[config.mk]
export PLATFORM = sky130hd
export DESIGN_NAME = shipping_schedule_dp
export DESIGN_NICKNAME = d
export VERILOG_FILES = /design/src/hw/rtl/ssd_pkg.sv /design/src/hw/rtl/ssd_alu.sv /design/src/hw/rtl/ssd_bit_store.sv /design/src/hw/rtl/shipping_schedule_dp.sv
export SDC_FILE = /design/constraint.sdc
export NUM_CORES = 2
export LEC_CHECK = 0
export ABC_CLOCK_PERIOD_IN_PS = 18590
export BUFFER_PORTS_ARGS = -buffer_cell sky130_fd_sc_hd__buf_2
export CAP_MARGIN = 10
export CORE_ASPECT_RATIO = 1.1
export CORE_MARGIN = 4
export CORE_UTILIZATION = 45
export DETAILED_ROUTE_END_ITERATION = 8
export PLACE_DENSITY = 0.67
export SLEW_MARGIN = 10
export SYNTH_ARGS = -nofsm -noshare
export SYNTH_HDL_FRONTEND = slang
export SYNTH_SLANG_ARGS = --single-unit
export TNS_END_PERCENT = 50
[constraint.sdc]
create_clock -name aclk -period 18.59 [get_ports aclk]
set_input_delay 3.718 -clock aclk [delete_from_list [all_inputs] [get_ports aclk]]
set_output_delay 3.718 -clock aclk [all_outputs]
set_load 0.02 [all_outputs]
[src/hw/rtl/ssd_pkg.sv]
`default_nettype none
package ssd_pkg;

    localparam int COST_W        = 40;
    localparam int WGT_W         = 16;
    localparam int PRICE_W       = 16;
    localparam int APB_DATA_W    = 32;
    localparam int APB_ADDR_W    = 3;
    localparam int MAX_WEEKS_DEF = 64;

    // Register index, taken from paddr[2]
    localparam logic REG_RATE  = 1'b0;
    localparam logic REG_PRICE = 1'b1;

    typedef enum logic [1:0] {
        ALU_ADD,
        ALU_MUL,
        ALU_LT
    } alu_op_t;

    typedef struct packed {
        alu_op_t             op;
        logic [COST_W-1:0]   a;
        logic [COST_W-1:0]   b;
    } alu_req_t;

endpackage
`default_nettype wire

[src/hw/rtl/ssd_alu.sv]
`default_nettype none
module ssd_alu
    import ssd_pkg::*;
(
    input  wire logic              aclk,
    input  wire alu_req_t          req,
    output logic [COST_W-1:0]      res,
    output logic                   lt
);

    logic [COST_W-1:0] res_reg;
    logic              lt_reg;
    logic [2*WGT_W-1:0] prod;

    assign prod = req.a[WGT_W-1:0] * req.b[WGT_W-1:0];

    always_ff @(posedge aclk) begin
        lt_reg <= (req.a < req.b);
        unique case (req.op)
            ALU_MUL: res_reg <= COST_W'(prod);
            ALU_ADD: res_reg <= req.a + req.b;
            ALU_LT:  res_reg <= res_reg;
            default: res_reg <= res_reg;
        endcase
    end

    assign res = res_reg;
    assign lt  = lt_reg;

endmodule
`default_nettype wire

[src/hw/rtl/ssd_bit_store.sv]
`default_nettype none
module ssd_bit_store
    import ssd_pkg::*;
#(
    parameter int DEPTH = MAX_WEEKS_DEF,
    parameter int AW    = $clog2(MAX_WEEKS_DEF)
) (
    input  wire logic          aclk,
    input  wire logic          we,
    input  wire logic [AW-1:0] waddr,
    input  wire logic          wdata,
    input  wire logic          re,
    input  wire logic [AW-1:0] raddr,
    output logic               rdata
);

    logic mem [DEPTH];
    logic rdata_reg;

    always_ff @(posedge aclk) begin
        if (we) begin
            mem[waddr] <= wdata;
        end
        if (re) begin
            rdata_reg <= mem[raddr];
        end
    end

    assign rdata = rdata_reg;

endmodule
`default_nettype wire

[src/hw/rtl/shipping_schedule_dp.sv]
// Each week word steps through multiply, two adds, compare and decide, using the
//   shared ALU; s_tready is low for that time, so no new week is taken meanwhile.
// After the last week: traceback reads the decision store (read port) and writes the
//   block store per schedule block, then each block word is read and waits out any m_tready stall.
// Reset (aresetn, synchronous, active low) clears the sequencer, cost history and week
//   count and sets both prices to 1; the decision and block stores are not cleared.
`default_nettype none
module shipping_schedule_dp
    import ssd_pkg::*;
#(
    parameter int MAX_WEEKS = MAX_WEEKS_DEF
) (
    input  wire logic                  aclk,
    input  wire logic                  aresetn,
    // Input week words
    input  wire logic                  s_tvalid,
    output logic                       s_tready,
    input  wire logic [15:0]           s_tdata,   // [15:0] weight
    input  wire logic                  s_tlast,   // last_week
    // Schedule block words
    output logic                       m_tvalid,
    input  wire logic                  m_tready,
    output logic [39:0]                m_tdata,   // [39:0] total_cost
    output logic                       m_tuser,   // [0] choice
    output logic                       m_tlast,   // last_block
    // Configuration
    input  wire logic                  psel,
    input  wire logic                  penable,
    input  wire logic                  pwrite,
    input  wire logic [APB_ADDR_W-1:0] paddr,
    input  wire logic [APB_DATA_W-1:0] pwdata,
    output logic [APB_DATA_W-1:0]      prdata,
    output logic                       pready
);

    localparam int IDX_W = $clog2(MAX_WEEKS);
    localparam int CNT_W = $clog2(MAX_WEEKS + 1);

    typedef enum logic [3:0] {
        ST_IDLE,
        ST_MUL,
        ST_ADD_A,
        ST_ADD_B,
        ST_CMP,
        ST_DECIDE,
        ST_TRACE_RD,
        ST_TRACE_WR,
        ST_EMIT_RD,
        ST_EMIT_OUT
    } state_t;

    state_t             state_reg;
    logic [PRICE_W-1:0] rate_reg;
    logic [PRICE_W-1:0] price_reg;
    logic [WGT_W-1:0]   weight_reg;
    logic               last_reg;
    logic [COST_W-1:0]  hist_reg [4];
    logic [COST_W-1:0]  ca_reg;
    logic [COST_W-1:0]  cb_reg;
    logic [COST_W-1:0]  total_cost_reg;
    logic [IDX_W-1:0]   week_reg;
    logic [IDX_W-1:0]   idx_reg;
    logic [CNT_W-1:0]   count_reg;
    logic [IDX_W-1:0]   rd_ptr_reg;
    logic               last_block_reg;

    alu_req_t           alu_req;
    logic [COST_W-1:0]  alu_res;
    logic               alu_lt;

    logic               cfg_wr;
    logic               pick;
    logic [COST_W-1:0]  cost;
    logic               seq_end;
    logic               dec_rdata;
    logic               blk_rdata;
    logic [2:0]         step;
    logic               trace_done;

    // APB: always ready, register picked by paddr[2]
    assign pready = 1'b1;
    assign cfg_wr = psel && penable && pwrite && pready;
    assign prdata = (paddr[2] == REG_PRICE) ? APB_DATA_W'(price_reg) : APB_DATA_W'(rate_reg);

    // Shared ALU requests, one per arithmetic step of a week
    always_comb begin
        alu_req.op = ALU_ADD;
        alu_req.a  = '0;
        alu_req.b  = '0;
        case (state_reg)
            ST_MUL: begin
                alu_req.op = ALU_MUL;
                alu_req.a  = COST_W'(rate_reg);
                alu_req.b  = COST_W'(weight_reg);
            end
            ST_ADD_A: begin
                alu_req.op = ALU_ADD;
                alu_req.a  = hist_reg[0];
                alu_req.b  = alu_res;
            end
            ST_ADD_B: begin
                alu_req.op = ALU_ADD;
                alu_req.a  = hist_reg[3];
                alu_req.b  = COST_W'(price_reg) << 2;
            end
            ST_CMP: begin
                alu_req.op = ALU_LT;
                alu_req.a  = ca_reg;
                alu_req.b  = alu_res;
            end
            default: begin
                alu_req.op = ALU_ADD;
            end
        endcase
    end

    ssd_alu u_alu (
        .aclk (aclk),
        .req  (alu_req),
        .res  (alu_res),
        .lt   (alu_lt)
    );

    // Weeks 0 to 2 are forced to A; ties go to B
    assign pick    = (week_reg >= IDX_W'(3)) && !alu_lt;
    assign cost    = pick ? cb_reg : ca_reg;
    assign seq_end = last_reg || (week_reg == IDX_W'(MAX_WEEKS - 1));

    ssd_bit_store #(.DEPTH(MAX_WEEKS), .AW(IDX_W)) u_dec_store (
        .aclk  (aclk),
        .we    (state_reg == ST_DECIDE),
        .waddr (week_reg),
        .wdata (pick),
        .re    (state_reg == ST_TRACE_RD),
        .raddr (idx_reg),
        .rdata (dec_rdata)
    );

    // Traceback step: back four weeks over a contract, one over a single week
    assign step       = dec_rdata ? 3'd4 : 3'd1;
    assign trace_done = ({1'b0, idx_reg} < (IDX_W + 1)'(step))
                        || (count_reg == CNT_W'(MAX_WEEKS - 1));

    // Blocks stack up in reverse order, then pop out forward
    ssd_bit_store #(.DEPTH(MAX_WEEKS), .AW(IDX_W)) u_blk_store (
        .aclk  (aclk),
        .we    (state_reg == ST_TRACE_WR),
        .waddr (count_reg[IDX_W-1:0]),
        .wdata (dec_rdata),
        .re    (state_reg == ST_EMIT_RD),
        .raddr (rd_ptr_reg),
        .rdata (blk_rdata)
    );

    always_ff @(posedge aclk) begin
        if (!aresetn) begin
            state_reg      <= ST_IDLE;
            rate_reg       <= PRICE_W'(1);
            price_reg      <= PRICE_W'(1);
            week_reg       <= '0;
            count_reg      <= '0;
            last_block_reg <= 1'b0;
            for (int k = 0; k < 4; k++) begin
                hist_reg[k] <= '0;
            end
        end else begin
            if (cfg_wr) begin
                unique case (paddr[2])
                    REG_RATE:  rate_reg  <= pwdata[PRICE_W-1:0];
                    REG_PRICE: price_reg <= pwdata[PRICE_W-1:0];
                    default:   rate_reg  <= rate_reg;
                endcase
            end
            unique case (state_reg)
                ST_IDLE: begin
                    if (s_tvalid) begin
                        weight_reg <= s_tdata[WGT_W-1:0];
                        last_reg   <= s_tlast;
                        state_reg  <= ST_MUL;
                    end
                end
                ST_MUL:   state_reg <= ST_ADD_A;
                ST_ADD_A: state_reg <= ST_ADD_B;
                ST_ADD_B: begin
                    // hold option A's cost while the ALU forms option B's
                    ca_reg    <= alu_res;
                    state_reg <= ST_CMP;
                end
                ST_CMP: begin
                    cb_reg    <= alu_res;
                    state_reg <= ST_DECIDE;
                end
                ST_DECIDE: begin
                    if (seq_end) begin
                        // start a fresh sequence; keep the final cost for every block
                        total_cost_reg <= cost;
                        idx_reg        <= week_reg;
                        count_reg      <= '0;
                        week_reg       <= '0;
                        for (int k = 0; k < 4; k++) begin
                            hist_reg[k] <= '0;
                        end
                        state_reg      <= ST_TRACE_RD;
                    end else begin
                        hist_reg[3] <= hist_reg[2];
                        hist_reg[2] <= hist_reg[1];
                        hist_reg[1] <= hist_reg[0];
                        hist_reg[0] <= cost;
                        week_reg    <= week_reg + IDX_W'(1);
                        state_reg   <= ST_IDLE;
                    end
                end
                ST_TRACE_RD: state_reg <= ST_TRACE_WR;
                ST_TRACE_WR: begin
                    count_reg <= count_reg + CNT_W'(1);
                    idx_reg   <= idx_reg - IDX_W'(step);
                    if (trace_done) begin
                        rd_ptr_reg <= count_reg[IDX_W-1:0];
                        state_reg  <= ST_EMIT_RD;
                    end else begin
                        state_reg  <= ST_TRACE_RD;
                    end
                end
                ST_EMIT_RD: begin
                    last_block_reg <= (rd_ptr_reg == '0);
                    state_reg      <= ST_EMIT_OUT;
                end
                ST_EMIT_OUT: begin
                    if (m_tready) begin
                        if (last_block_reg) begin
                            state_reg <= ST_IDLE;
                        end else begin
                            rd_ptr_reg <= rd_ptr_reg - IDX_W'(1);
                            state_reg  <= ST_EMIT_RD;
                        end
                    end
                end
                default: state_reg <= ST_IDLE;
            endcase
        end
    end

    assign s_tready = (state_reg == ST_IDLE);
    assign m_tvalid = (state_reg == ST_EMIT_OUT);
    assign m_tdata  = total_cost_reg;
    assign m_tuser  = blk_rdata;
    assign m_tlast  = last_block_reg;

    // Never take a week while a block word is on offer
    a_no_overlap: assert property (@(posedge aclk) disable iff (!aresetn)
        !(s_tready && m_tvalid))
        else $error("input and output both active");

    // A week word keeps the block busy on the next cycle
    a_busy_after_accept: assert property (@(posedge aclk) disable iff (!aresetn)
        (s_tvalid && s_tready) |=> !s_tready)
        else $error("ready right after accepting a week");

    // The final block word returns the block to idle
    a_idle_after_last: assert property (@(posedge aclk) disable iff (!aresetn)
        (m_tvalid && m_tready && m_tlast) |=> (s_tready && !m_tvalid))
        else $error("not idle after final block");

    // Traceback never collects more blocks than weeks
    a_count_bound: assert property (@(posedge aclk) disable iff (!aresetn)
        (state_reg == ST_TRACE_WR) |-> (count_reg < CNT_W'(MAX_WEEKS)))
        else $error("traceback count overrun");

endmodule
`default_nettype wire
* Word-level counts from Yosys, hierarchy flattened *
Memories as Yosys holds them, arrays and structs flattened. A register that Yosys moved wholly into a read port is not among the register bits.
Cells that the tools add are included.

operators by class
  shift operators = 0
  reductions and logical operators = 22
  divide/modulo/power cells = 0
  magnitude comparators = 3
  add/sub/neg operators = 5
  multipliers = 1
  bitwise gates (word level) = 9
  multiplexer cells = 42
  equal/unequal tests = 17

operators with widths
  operator             count
  $mux 40              9
  $pmux 80 s4          1
  $pmux 40 s2          1
  $add 40x40->40       1
  $lt 40x40->1         1
  $pmux 4 s10          1
  $mul 16x16->32       1
  $mux 6               5
  $pmux 6 s2           2
  $eq 4x3->1 const B   4
  $mux 16              1
  $mux 4               4
  $pmux 7 s2           1
  $mux 1               13
  $reduce_and 2->1     6
  $reduce_and 3->1     3
  $eq 4x2->1 const B   2
  $eq 4x4->1 const B   2
  $ne 2x2->1 const B   4
  $or 1x1->1           8
  $add 7x1->7 const B  1
  $eq 7x6->1 const B   1
  $mux 7               1
  $add 6x1->6 const B  1
  19 further kinds     25

storage, ports and cells
  latch bits = 0
  logic and storage cells = 117
  memories kept = 3
  register bits after elaboration = 240
  memory bits (read-only) = 0
  memory bits (writable) = 288
  input bits = 59

memory list
  memory           words  width  read ports  clocked after memory_dff  write ports  line                        text
  hist_reg         4      40     4           0                         4            shipping_schedule_dp.sv:57  logic [COST_W-1:0] hist_reg [4];
  u_blk_store.mem  64     1      1           1                         1            ssd_bit_store.sv:17         logic mem [DEPTH];
  u_dec_store.mem  64     1      1           1                         1            ssd_bit_store.sv:17

* Longest topological paths before layout *
  depth in word-level cells = 8
  mapped depth = 33
  mapped depth without buffers = 29

* Hierarchy *
A second synthesis with hierarchy kept.

second synthesis, totals
  cell total of the unflattened synthesis = 3,112
  area, all modules = 33,772.4 µm²

modules (own cells, without submodules)
  module                instances  sequential area each (µm²)  cells an instance  area an instance (µm²)
  shipping_schedule_dp  1          9,879.5                     1,168              14,706.6
  ssd_alu               1          1,221.2                     1,536              13,217.7
  ssd_bit_store         2          1,951.9                     204                2,924.1

* Worst setup path before layout *
No wires, ideal clock.

  path kind = input to output
  start = in paddr[2]
  end = out prdata[10]
  path slack = 10.062 ns
  data arrival time = 4.810 ns
  cell stages on the path = 3
  path buffers = 2
  cell sequence = clkbuf_1 buf_1 mux2_2

between the ends
  cells in the longest elaborated chain, start to end = 1

RTL lines
  what             line                        text
  start, declared  shipping_schedule_dp.sv:30  input wire logic [APB_ADDR_W-1:0] paddr,
  $mux 16          shipping_schedule_dp.sv:83  assign prdata = (paddr[2] == REG_PRICE) ? APB_DATA_W'(price_reg) : APB_DATA_W'(rate_reg);
  end, declared    shipping_schedule_dp.sv:32  output logic [APB_DATA_W-1:0] prdata,

No other way between the ends.

* Worst setup path after layout *
  start = reg state_reg[2]
  end = reg u_alu.res_reg[31], in the netlist u_alu.res[31] (data pin)

between the ends
  cells in the longest elaborated chain, start to end = 4

RTL lines
  what                                          line                         text
  start, declared                               shipping_schedule_dp.sv:52   state_t state_reg;
  start signal, assigned                        shipping_schedule_dp.sv:157  state_reg <= ST_IDLE;
  start signal, assigned                        shipping_schedule_dp.sv:179  state_reg <= ST_MUL;
  start signal, assigned                        shipping_schedule_dp.sv:182  ST_MUL: state_reg <= ST_ADD_A;
  $eq 4x3->1, or another cell as far along      shipping_schedule_dp.sv:90   case (state_reg)
  $pmux 80 s4 or $pmux 2 s2 (tied branches)     shipping_schedule_dp.sv:90
  $mul 16x16->32, or another cell as far along  ssd_alu.sv:15                assign prod = req.a[WGT_W-1:0] * req.b[WGT_W-1:0];
  $pmux 40 s2 *                                 ssd_alu.sv:19                unique case (req.op)
  end signal, assigned                          ssd_alu.sv:20                ALU_MUL: res_reg <= COST_W'(prod);
  end signal, assigned                          ssd_alu.sv:21                ALU_ADD: res_reg <= req.a + req.b;
  end signal, assigned                          ssd_alu.sv:22                ALU_LT: res_reg <= res_reg;
  end, declared                                 ssd_alu.sv:11                logic [COST_W-1:0] res_reg;

Every way passes the cells marked *; elsewhere a longest branch is shown, timed or not.
A chain may end at the register's enable or synchronous reset.

==> reports/qor.yml <==
outcome: "complete, no violations"
synth_xor_area_share_pct: 1.78
rr_endpoint: "u_alu.res[31]$_DFFE_PP_"
place_congestion: 0.963
hpwl_mm: 59.0
p_leak_nw: 14.9
postCtsHoldBufs: 0
drive_gt1_share_pct: 10.9
seq_area_frac_synth_pct: 44.9
maxSlewHeadroom_pct: 21.3
cp-end-kind: "register"
ys_async_sr_fraction_pct: 0
synthMuxAreaShare_pct: 4.95
track_usage_pct: 21.4
maxSlewViolCount: 0
cts-htree-levels: 2
synth_edf_count: 439
synthFlopType: "edfxtp_1"
first_global_vias: 23500
synth_top_family_by_area: "adder cells"
ys_top_cells_by_area: "edfxtp_1, fa_1, ha_1"
skew_ns: 0.0446
fp.coreArea_um2: 73400
start_util_pct: 45.6
powerDensity_nw_per_um2: 75.7
start_kind: "register"
ctsResizeCount: 0
worstSetupPathType: "reg2reg"
die_area_um2: 78800
hold_viol: 0
gr-total-overflow: 0
slowest_stage: "a2111oi_0"
syn_avg_cell_area_um2: 10.8
worst_pin_slew_ns: 1.18
grt_max_degree: 112
yosys.area.top_type: "edfxtp_1"
setup_tns_ns: 0
ios: 136
final_common_cell: "edfxtp_1"
drc: 0
syn-instance-count: 3090
dp_slack_ns: 8.91
grt_antenna_before_repair: 3
worstPathArrival_ns: 10.05
period_needed_ns: 9.72
routed_wl_mm: 84.4
worst-path-max-fanout: 47
cts_sinks: 530
yosys.area_share.adder_pct: 19.0
largest_register_ff_count: 160
yosys_warnings: 0
firstDrtPassIters: 6
io_buffers: 100
worst_path_largest_cell_delay_ns: 0.67
critPathRequiredTime_ns: 18.92
antenna_left: 0
synth_area_um2: 33400
dr_total_vias: 23100
final_cell_mix: "edfxtp_1, nand2_1, inv_1, nor2_1, ha_1"
timing.reg2reg.setup_slack_ns: 8.87
rsz0062_at_grt: "false"
finalSetupViolCount: 0
ir_drop_uv: 61.7
post_drt_via_cell_ratio: 5.63
die_w_um: 268
rows: 104
clkTransAtPathRegs_ns: 0.07
die_h_um: 294
synth_top_area_share_pct: 39.4
r2r_start: "state_reg[2]$_SDFFE_PN0P_"
area_delta_synth_final_pct: 8.70
cts_tree: "done"
finalWorstSetupSlack_ns: 8.87
grt_pass1_wl_mm: 133
reg2reg_depth: 30
crit_end: "u_alu.res[31]$_DFFE_PP_"
fin_crit_sh_pct: 52.3
cts_buffers: 49
synth_seq_cells: 530
synth.distinct_cells: 85
cp-startpoint: "state_reg[2]$_SDFFE_PN0P_"
hp-class: "reg2reg"
synth-simple-area-share_pct: 14.1
post-cts-setup-buffer-count: 0
fin_nets: 3552
max-cap-violations: 0
synth_compound_area_share_pct: 8.92
fillers: 6636
wire_per_inst_um: 20.6
clock.fmax_mhz: 103
clk_latency_ns: 0.60
cts_buffer_depth: 3
root_buffer: "clkbuf_16"
dr.first_iter.drc_count: 1997
[worst min-delay path by stage]
stage / slack (ns) / startpoint / cells after the start / to
2_1_floorplan: 0.44 / u_alu.res[18]$_DFFE_PP_ / 0 / ca_reg[18]$_DFFE_PP_
3_3_place_gp: 0.45 / u_alu.res[38]$_SDFFCE_PN0P_ / 0 / ca_reg[38]$_DFFE_PP_
3_5_place_dp: 0.46 / u_alu.res[32]$_SDFFCE_PN0P_ / 0 / ca_reg[32]$_DFFE_PP_
4_1_cts: 0.47 / u_alu.res[7]$_DFFE_PP_ / 0 / ca_reg[7]$_DFFE_PP_
5_1_grt: 0.48 / u_alu.res[12]$_DFFE_PP_ / 0 / ca_reg[12]$_DFFE_PP_
6_report: 0.47 / u_alu.res[12]$_DFFE_PP_ / 0 / cb_reg[12]$_DFFE_PP_
[per-layer routing]
metal	routed length, µm	global-route usage (%)
met1	34000	27.6
met5	13	0
met2	41700	37.1
met3	5730	3.09
met4	2910	7.29
[per-stage QoR]
step	std cells	hold slack [ns]	utilization (%)	instance area [µm²]	total power, mW
6_report	4098	0.471	49.5	36400	2.75
5_1_grt	4097	0.482	49.5	36400	2.85
4_1_cts	4096	0.467	49.5	36300	2.77
3_5_place_dp	4004	0.457	47.3	34700	1.72
3_3_place_gp	4004	0.445	47.3	34700	1.72
2_1_floorplan	3105	0.436	-	33500	1.60
[cell families after synthesis]
kind of cell	count (synthesis)
DFF	530
muxes	106
buffers and inverters	537
AOI/OAI and AO/OA	430
and+or+nand+nor	1026
other	2
adders and majority gates	391
xor gates and xnor gates	68
[critical path: cells and delay by family, from the launching register on]
kind | cells | cell delay (ns)
fa+ha+maj | 8 | 3.85
mux | 1 | 0.37
buf+inv | 9 | 1.30
compound gates | 3 | 1.23
flops | 1 | 0.56
simple gates | 9 | 2.12
[cells in the mapped netlist, types with 55 or more instances]
cell type	instances
a21oi_1	102
a22oi_1	55
and3_1	128
clkbuf_1	134
dfxtp_1	91
edfxtp_1	439
fa_1	195
ha_1	196
inv_1	343
mux2_2	56
nand2_1	368
nor2_1	315
nor2b_1	59
o21ai_0	69
[cell type report]
class	instances	area [µm²]	share of cell area, %
Timing Repair Buffer	127	706	1.94
Antenna cell	1	2.50	0.00688
Tap cell	954	1190	3.28
Clock buffer	63	1350	3.71
Inverter	356	1340	3.68
Sequential cell	530	15000	41.3
Clock inverter	29	317	0.871
Multi-Input combinational cell	2038	16400	45.2
[report_power, final]
group | switching, mW | internal, mW
logic | 0.244 | 0.104
clock network | 0.461 | 0.588
registers | 0.0273 | 1.33
Note: power is estimated with default switching activity, not from simulation.
